File: config.mk
export PLATFORM = sky130hd
export DESIGN_NAME = utf8_stream_decoder
export DESIGN_NICKNAME = d
export VERILOG_FILES = /design/src/utf8sd_pkg.sv /design/src/utf8sd_decode.sv /design/src/utf8sd_outq.sv /design/src/utf8_stream_decoder.sv
export SDC_FILE = /design/constraint.sdc
export NUM_CORES = 1
export LEC_CHECK = 0
export BUFFER_PORTS_ARGS = -buffer_cell sky130_fd_sc_hd__buf_2
export CAP_MARGIN = 10
export CORE_ASPECT_RATIO = 1.4
export CORE_MARGIN = 2
export CORE_UTILIZATION = 60
export DETAILED_ROUTE_END_ITERATION = 8
export PLACE_DENSITY = 0.79
export SYNTH_ARGS = -nofsm -noshare
export SYNTH_HDL_FRONTEND = slang
export SYNTH_HIERARCHICAL = 1
export SYNTH_SLANG_ARGS = --single-unit
File: constraint.sdc
create_clock -name clk -period 4.95 [get_ports clk]
set_input_delay 1.2375 -clock clk [delete_from_list [all_inputs] [get_ports clk]]
set_output_delay 1.2375 -clock clk [all_outputs]
set_load 0.01 [all_outputs]
File: src/utf8sd_pkg.sv
// Shared types and constants of the UTF-8 stream decoder.
package utf8sd_pkg;

    localparam int BYTE_W = 8;
    localparam int CP_W   = 21;
    localparam int CNT_W  = 2;

    // Result status codes
    typedef enum logic [1:0] {
        ST_VALID   = 2'd0,
        ST_STRAY   = 2'd1,
        ST_BROKEN  = 2'd2,
        ST_BADLEAD = 2'd3
    } status_t;

    localparam logic [CP_W-1:0] REPLACEMENT = 21'h00FFFD;

    // Byte class masks and match values
    localparam logic [BYTE_W-1:0] MASK_ASCII = 8'h80;
    localparam logic [BYTE_W-1:0] MASK_CONT  = 8'hC0;
    localparam logic [BYTE_W-1:0] VAL_CONT   = 8'h80;
    localparam logic [BYTE_W-1:0] MASK_LEAD2 = 8'hE0;
    localparam logic [BYTE_W-1:0] VAL_LEAD2  = 8'hC0;
    localparam logic [BYTE_W-1:0] MASK_LEAD3 = 8'hF0;
    localparam logic [BYTE_W-1:0] VAL_LEAD3  = 8'hE0;
    localparam logic [BYTE_W-1:0] MASK_LEAD4 = 8'hF8;
    localparam logic [BYTE_W-1:0] VAL_LEAD4  = 8'hF0;

    // Payload masks
    localparam logic [BYTE_W-1:0] PAY_LEAD2 = 8'h1F;
    localparam logic [BYTE_W-1:0] PAY_LEAD3 = 8'h0F;
    localparam logic [BYTE_W-1:0] PAY_LEAD4 = 8'h07;
    localparam logic [BYTE_W-1:0] PAY_CONT  = 8'h3F;

    // Bytes dropped after an invalid lead byte
    localparam logic [CNT_W-1:0] SKIP_BADLEAD = 2'd3;

    typedef struct packed {
        logic [CP_W-1:0] cp;
        status_t         status;
        logic            last;
    } result_t;

    // Results produced by one byte, first result in res0
    typedef struct packed {
        result_t    res0;
        result_t    res1;
        logic [1:0] count;
    } step_t;

endpackage

File: src/utf8sd_decode.sv
// Per-byte UTF-8 decode step with the sequence state registers.
module utf8sd_decode
(
    input  logic                          clk,
    input  logic                          rst_n,
    input  logic                          step_en,
    input  logic [utf8sd_pkg::BYTE_W-1:0] byte_in,
    output utf8sd_pkg::step_t             step
);
    import utf8sd_pkg::*;

    logic [CP_W-1:0]  acc_reg, acc_next;
    logic [CNT_W-1:0] pend_reg, pend_next;
    logic [CNT_W-1:0] skip_reg, skip_next;

    logic             is_cont;
    logic             broken;
    logic             fresh_hit;
    result_t          fresh_res;
    logic [CP_W-1:0]  fresh_acc;
    logic [CNT_W-1:0] fresh_pend;
    logic [CNT_W-1:0] fresh_skip;
    logic [CP_W-1:0]  shifted_acc;

    assign is_cont     = (byte_in & MASK_CONT) == VAL_CONT;
    assign broken      = (pend_reg != '0) && !is_cont;
    assign shifted_acc = {acc_reg[CP_W-7:0], byte_in[5:0] & PAY_CONT[5:0]};

    // Decode the byte as if no sequence were open
    always_comb
    begin
        fresh_hit        = 1'b0;
        fresh_res.cp     = {{(CP_W-BYTE_W){1'b0}}, byte_in};
        fresh_res.status = ST_VALID;
        fresh_res.last   = 1'b1;
        fresh_acc        = broken ? '0 : acc_reg;
        fresh_pend       = '0;
        fresh_skip       = '0;
        priority if ((byte_in & MASK_ASCII) == '0)
        begin
            fresh_hit = 1'b1;
        end
        else if (is_cont)
        begin
            fresh_hit        = 1'b1;
            fresh_res.cp     = REPLACEMENT;
            fresh_res.status = ST_STRAY;
        end
        else if ((byte_in & MASK_LEAD2) == VAL_LEAD2)
        begin
            fresh_acc  = {{(CP_W-BYTE_W){1'b0}}, byte_in & PAY_LEAD2};
            fresh_pend = 2'd1;
        end
        else if ((byte_in & MASK_LEAD3) == VAL_LEAD3)
        begin
            fresh_acc  = {{(CP_W-BYTE_W){1'b0}}, byte_in & PAY_LEAD3};
            fresh_pend = 2'd2;
        end
        else if ((byte_in & MASK_LEAD4) == VAL_LEAD4)
        begin
            fresh_acc  = {{(CP_W-BYTE_W){1'b0}}, byte_in & PAY_LEAD4};
            fresh_pend = 2'd3;
        end
        else
        begin
            fresh_hit        = 1'b1;
            fresh_res.cp     = REPLACEMENT;
            fresh_res.status = ST_BADLEAD;
            fresh_skip       = SKIP_BADLEAD;
        end
    end

    // Choose between drop, continuation and fresh decode
    always_comb
    begin
        acc_next  = acc_reg;
        pend_next = pend_reg;
        skip_next = skip_reg;
        step      = '0;
        if (skip_reg != '0)
        begin
            skip_next = skip_reg - 2'd1;
        end
        else if ((pend_reg != '0) && is_cont)
        begin
            acc_next  = shifted_acc;
            pend_next = pend_reg - 2'd1;
            if (pend_reg == 2'd1)
            begin
                step.res0.cp     = shifted_acc;
                step.res0.status = ST_VALID;
                step.res0.last   = 1'b1;
                step.count       = 2'd1;
            end
        end
        else
        begin
            acc_next  = fresh_acc;
            pend_next = fresh_pend;
            skip_next = fresh_skip;
            if (broken)
            begin
                step.res0.cp     = REPLACEMENT;
                step.res0.status = ST_BROKEN;
                step.res0.last   = !fresh_hit;
                step.res1        = fresh_res;
                step.count       = fresh_hit ? 2'd2 : 2'd1;
            end
            else if (fresh_hit)
            begin
                step.res0  = fresh_res;
                step.count = 2'd1;
            end
        end
    end

    // Advance the sequence state on each decoded byte
    always_ff @(posedge clk or negedge rst_n)
    begin
        if (!rst_n)
        begin
            acc_reg  <= '0;
            pend_reg <= '0;
            skip_reg <= '0;
        end
        else if (step_en)
        begin
            acc_reg  <= acc_next;
            pend_reg <= pend_next;
            skip_reg <= skip_next;
        end
    end

endmodule

File: src/utf8sd_outq.sv
// Four-entry result queue: takes up to two results a cycle, gives one.
module utf8sd_outq
(
    input  logic                clk,
    input  logic                rst_n,
    input  utf8sd_pkg::step_t   push,
    input  logic                pop,
    output logic                room2,
    output logic                head_valid,
    output utf8sd_pkg::result_t head
);
    import utf8sd_pkg::*;

    localparam int DEPTH = 4;
    localparam int PTR_W = 2;

    result_t          mem_reg [DEPTH];
    logic [PTR_W-1:0] wr_reg, wr_next;
    logic [PTR_W-1:0] rd_reg, rd_next;
    logic [PTR_W:0]   count_reg, count_next;
    logic [PTR_W-1:0] wr_plus1;

    assign wr_plus1   = wr_reg + 2'd1;
    assign room2      = count_reg <= 3'd2;
    assign head_valid = count_reg != '0;
    assign head       = mem_reg[rd_reg];

    // Update pointers and fill level
    always_comb
    begin
        wr_next    = wr_reg + push.count;
        rd_next    = rd_reg + {1'b0, pop};
        count_next = count_reg + {1'b0, push.count} - {2'b00, pop};
    end

    // Write the results of one byte
    always_ff @(posedge clk)
    begin
        if (push.count != '0)
        begin
            mem_reg[wr_reg] <= push.res0;
        end
        if (push.count == 2'd2)
        begin
            mem_reg[wr_plus1] <= push.res1;
        end
    end

    always_ff @(posedge clk or negedge rst_n)
    begin
        if (!rst_n)
        begin
            wr_reg    <= '0;
            rd_reg    <= '0;
            count_reg <= '0;
        end
        else
        begin
            wr_reg    <= wr_next;
            rd_reg    <= rd_next;
            count_reg <= count_next;
        end
    end

endmodule

File: src/utf8_stream_decoder.sv
// Top level of the UTF-8 stream decoder: input register, decode step, result queue.
//
//   channel   direction  tdata                  tuser         tlast
//   s_axis    in         [7:0] byte_in          -             -
//   m_axis    out        [20:0] code_point      [1:0] status  last_of_run
//
// One byte a cycle sustained while the queue has two free entries; a byte enters
// the input register, is decoded from it and its results are offered from the queue.
// A byte that gives two results needs two words on the single output port;
// the four-entry queue absorbs that; input stalls while fewer than two entries are free.
// Reset clears the input valid flag, decode state and queue pointers; no clearing pass.
// Input ready depends only on registered state, not on m_axis_tready.
module utf8_stream_decoder
(
    input  logic        clk,
    input  logic        rst_n,
    input  logic        s_axis_tvalid,
    output logic        s_axis_tready,
    input  logic [7:0]  s_axis_tdata,   // [7:0] byte_in
    output logic        m_axis_tvalid,
    input  logic        m_axis_tready,
    output logic [23:0] m_axis_tdata,   // [20:0] code_point, [23:21] zero
    output logic [1:0]  m_axis_tuser,   // [1:0] status
    output logic        m_axis_tlast
);
    import utf8sd_pkg::*;

    logic [BYTE_W-1:0] in_byte_reg;
    logic              in_valid_reg, in_valid_next;
    logic              consume;
    logic              room2;
    logic              head_valid;
    result_t           head;
    step_t             step;
    step_t             push;

    assign consume       = in_valid_reg && room2;
    assign s_axis_tready = !in_valid_reg || consume;

    // Hold the incoming word until the decoder takes it
    always_comb
    begin
        in_valid_next = in_valid_reg;
        if (s_axis_tvalid && s_axis_tready)
        begin
            in_valid_next = 1'b1;
        end
        else if (consume)
        begin
            in_valid_next = 1'b0;
        end
    end

    always_ff @(posedge clk or negedge rst_n)
    begin
        if (!rst_n)
        begin
            in_valid_reg <= 1'b0;
        end
        else
        begin
            in_valid_reg <= in_valid_next;
        end
    end

    always_ff @(posedge clk)
    begin
        if (s_axis_tvalid && s_axis_tready)
        begin
            in_byte_reg <= s_axis_tdata;
        end
    end

    utf8sd_decode u_decode
    (
        .clk     (clk),
        .rst_n   (rst_n),
        .step_en (consume),
        .byte_in (in_byte_reg),
        .step    (step)
    );

    // Drop the results of a step that is not taken
    always_comb
    begin
        push = step;
        if (!consume)
        begin
            push.count = '0;
        end
    end

    utf8sd_outq u_outq
    (
        .clk        (clk),
        .rst_n      (rst_n),
        .push       (push),
        .pop        (m_axis_tvalid && m_axis_tready),
        .room2      (room2),
        .head_valid (head_valid),
        .head       (head)
    );

    assign m_axis_tvalid = head_valid;
    assign m_axis_tdata  = {3'b000, head.cp};
    assign m_axis_tuser  = head.status;
    assign m_axis_tlast  = head.last;

endmodule

==> impl_metrics.tcl <==
set metrics [dict create \
    setup-tns-final_ns 0 \
    synth-simple-area-share_pct 7.02 \
    clock_path_buffers 2 \
    synth_top_family_by_area "multiplexers" \
    portBuffers 37 \
    p_int_uw 3690 \
    firstDrtPassIters 4 \
    path_cells "or3b_2 > o21ai_2 > nor2_1 > and3_1 > nand4b_4 > o31ai_4 > buf_4" \
    synth_most_common_cell "edfxtp_1" \
    synth_fa_ha_area_share_pct 1.74 \
    period_minus_slack_ns 3.87 \
    peakVddDrop_mv 0.371 \
    grt_pass1_wl_mm 21.9 \
    fp.dieArea_sq_mm 0.0124 \
    synth-seq-cells 131 \
    max_freq_ghz 0.258 \
    synth_xor_area_share_pct 0.634 \
    overflow 0 \
    routedWlPerCell_um 21.6 \
    path_clk_slew_ns 0.06 \
    max_slew_margin_pct 20.9 \
    cp.arrival_ns 3.93 \
    rsz0062_at_grt "false" \
    hold_class "reg -> reg" \
    antenna_found_initial 0 \
    vias 4065 \
    pin_count 41 \
    final_max_slew_viol_count 0 \
    finalWirelength_mm 14.0 \
    synth_compound_area_share_pct 6.17 \
    startpoint_type "flop" \
    crit_path_max_incr_delay_ns 0.68 \
    p_per_area_mw_per_mm2 747 \
    switching_share_pct 35.2 \
    p_switching_uw 2000 \
    path_class "reg -> reg" \
    grt_max_degree 37 \
    postCtsResizedCells 0 \
    htree_levels 4 \
    hold_buffers 0 \
    synth_mux_area_share_pct 23.6 \
    fin_nets 515 \
    cp.required_ns 5.01 \
    fp.dieW_um 94.7 \
    grt_pass1_vias 4112 \
    post-route-util_pct 67.6 \
    period_share_pct 78.2 \
    cp_slowest_cell "or3b_2" \
    syn_inst 473 \
    drcViolationCount 0 \
    initial_utilization_pct 61.3 \
    end_kind "flop" \
    finalSetupViolCount 0 \
    cap_violations 0 \
    finClkSkew_ns 0.00750 \
    finalWeightedCongestion 0.925 \
    groute.usage.overall_pct 24.2 \
    fillers 822 \
    syn_avg_cell_area_sq_um 14.6 \
    synth_area_sq_mm 0.00691 \
    yosysSeqAreaShare_pct 55.0 \
    post_cts_buffers 0 \
    clk_root_buffer_cell "clkbuf_16" \
    cts_buffers 17 \
    dpl.hpwl_mm 9.19 \
    p_seq_share_pct 36.4 \
    yosys.area.top_type "edfxtp_1" \
    clock_latency_ns 0.40 \
    finalHoldViolations 0 \
    viasPerCell 6.25 \
    largest_reg_flops 96 \
    yosys_warnings 6 \
    synthArstFlopShare_pct 20.6 \
    cts_sinks 131 \
    drtIter0Drc 368 \
    worst_pin_slew_ns 1.19 \
    synthFlopType "edfxtp_1" \
    clockPowerShare_pct 19.9 \
    ys_top_cells_by_area "edfxtp_1, mux2_2, dfrtp_1, mux4_2, mux2_1" \
    finalPower_uw 5690 \
    antenna_cells 0 \
    synth.distinct_cells 57 \
    drive_gt1_share_pct 38.9 \
    rows 46 \
    core_sq_mm 0.0113 \
    synth_edf_count 104 \
    p_leak_uw 0.00287 \
    synth_common_cells "edfxtp_1, mux2_2, dfrtp_1" \
    cp_max_fo 25 \
    die_h_um 131 \
    tritoncts "yes" \
    comb_power_share_pct 43.6 \
    run_status "finished clean" \
    ant_nets 0 \
    synth_top_area_share_pct 45.2 \
    area_growth_pct 10.3 \
]
[critical path, delay by kind of cell (launching register included)]
family	cells	cell delay (ns)
and+or+nand+nor	4	1.83
AOI/OAI and AO/OA	2	0.71
DFF	1	0.58
buffers and inverters	1	0.37
[kinds of logic after synthesis]
logic type / after synthesis
AO/OA/AOI/OAI: 56
multiplexers: 121
AND/OR/NAND/NOR: 81
flip-flops: 131
adder cells (fa/ha/maj): 9
buffers and inverters: 68
other: 2
XOR/XNOR: 5
[power by group through the flow]
stage	registers [uW]	logic [uW]	clock network (uW)
floorplan	1920	1970	0
global placement	2070	2390	0
detailed placement	2100	2450	0
CTS	2080	2490	1150
global route	2120	2700	1200
finish	2070	2480	1130
[worst paths after layout]
kind                       cells after the start                    end  slack [ns]           startpoint
max reg2reg                                    7  u_outq/mem_reg[0][10]        1.08       in_byte_reg[6]
max in group asynchronous                      1    u_decode/acc_reg[6]        3.68                rst_n
min reg2reg                                    1    u_outq/count_reg[2]        0.50  u_outq/count_reg[2]
min                                            1    u_outq/count_reg[2]        0.50  u_outq/count_reg[2]
max                                            7  u_outq/mem_reg[0][10]        1.08       in_byte_reg[6]
min in group asynchronous                      1           in_valid_reg        0.86                rst_n
[per-layer routing]
layer  GRT usage [%]  up-vias  part of all wire [%]  routed length (um)
met4            11.1        0                   2.7                 382
met2            41.1      139                    53                7420
li1                -     1837                     -                   -
met3            5.05       33                   4.7                 655
met5               0        -                     0                   0
met1            29.6     2056                    40                5550
[layout by cell type, fill, tap and decap left out, types with 13 or more instances in the layout]
cell / instances
mux2_2: 79
mux4_2: 24
dfrtp_1: 27
inv_1: 15
a22o_1: 13
nor2_1: 25
buf_2: 37
edfxtp_1: 104
mux2_1: 17
clkbuf_16: 17
[final cells by class]
cell class	instances	area, sq um	share of cell area [%]
clock buffer	18	429	5.63
clock inverter	13	111	1.46
inverter	15	56.3	0.739
multi-input combinational	280	2770	36.4
sequential	131	3800	49.8
tap	144	180	2.36
timing repair buffer	49	275	3.61
[per-stage QoR]
stage	hold slack [ns]	instance area [sq um]	setup slack [ns]	instances
floorplan	0.461	6930	0.572	479
global placement	0.481	7080	1.22	619
detailed placement	0.490	7080	1.12	619
CTS	0.500	7620	1.10	650
global route	0.510	7620	0.846	650
finish	0.497	7620	1.08	650
Power figures use the tool's default switching activity.
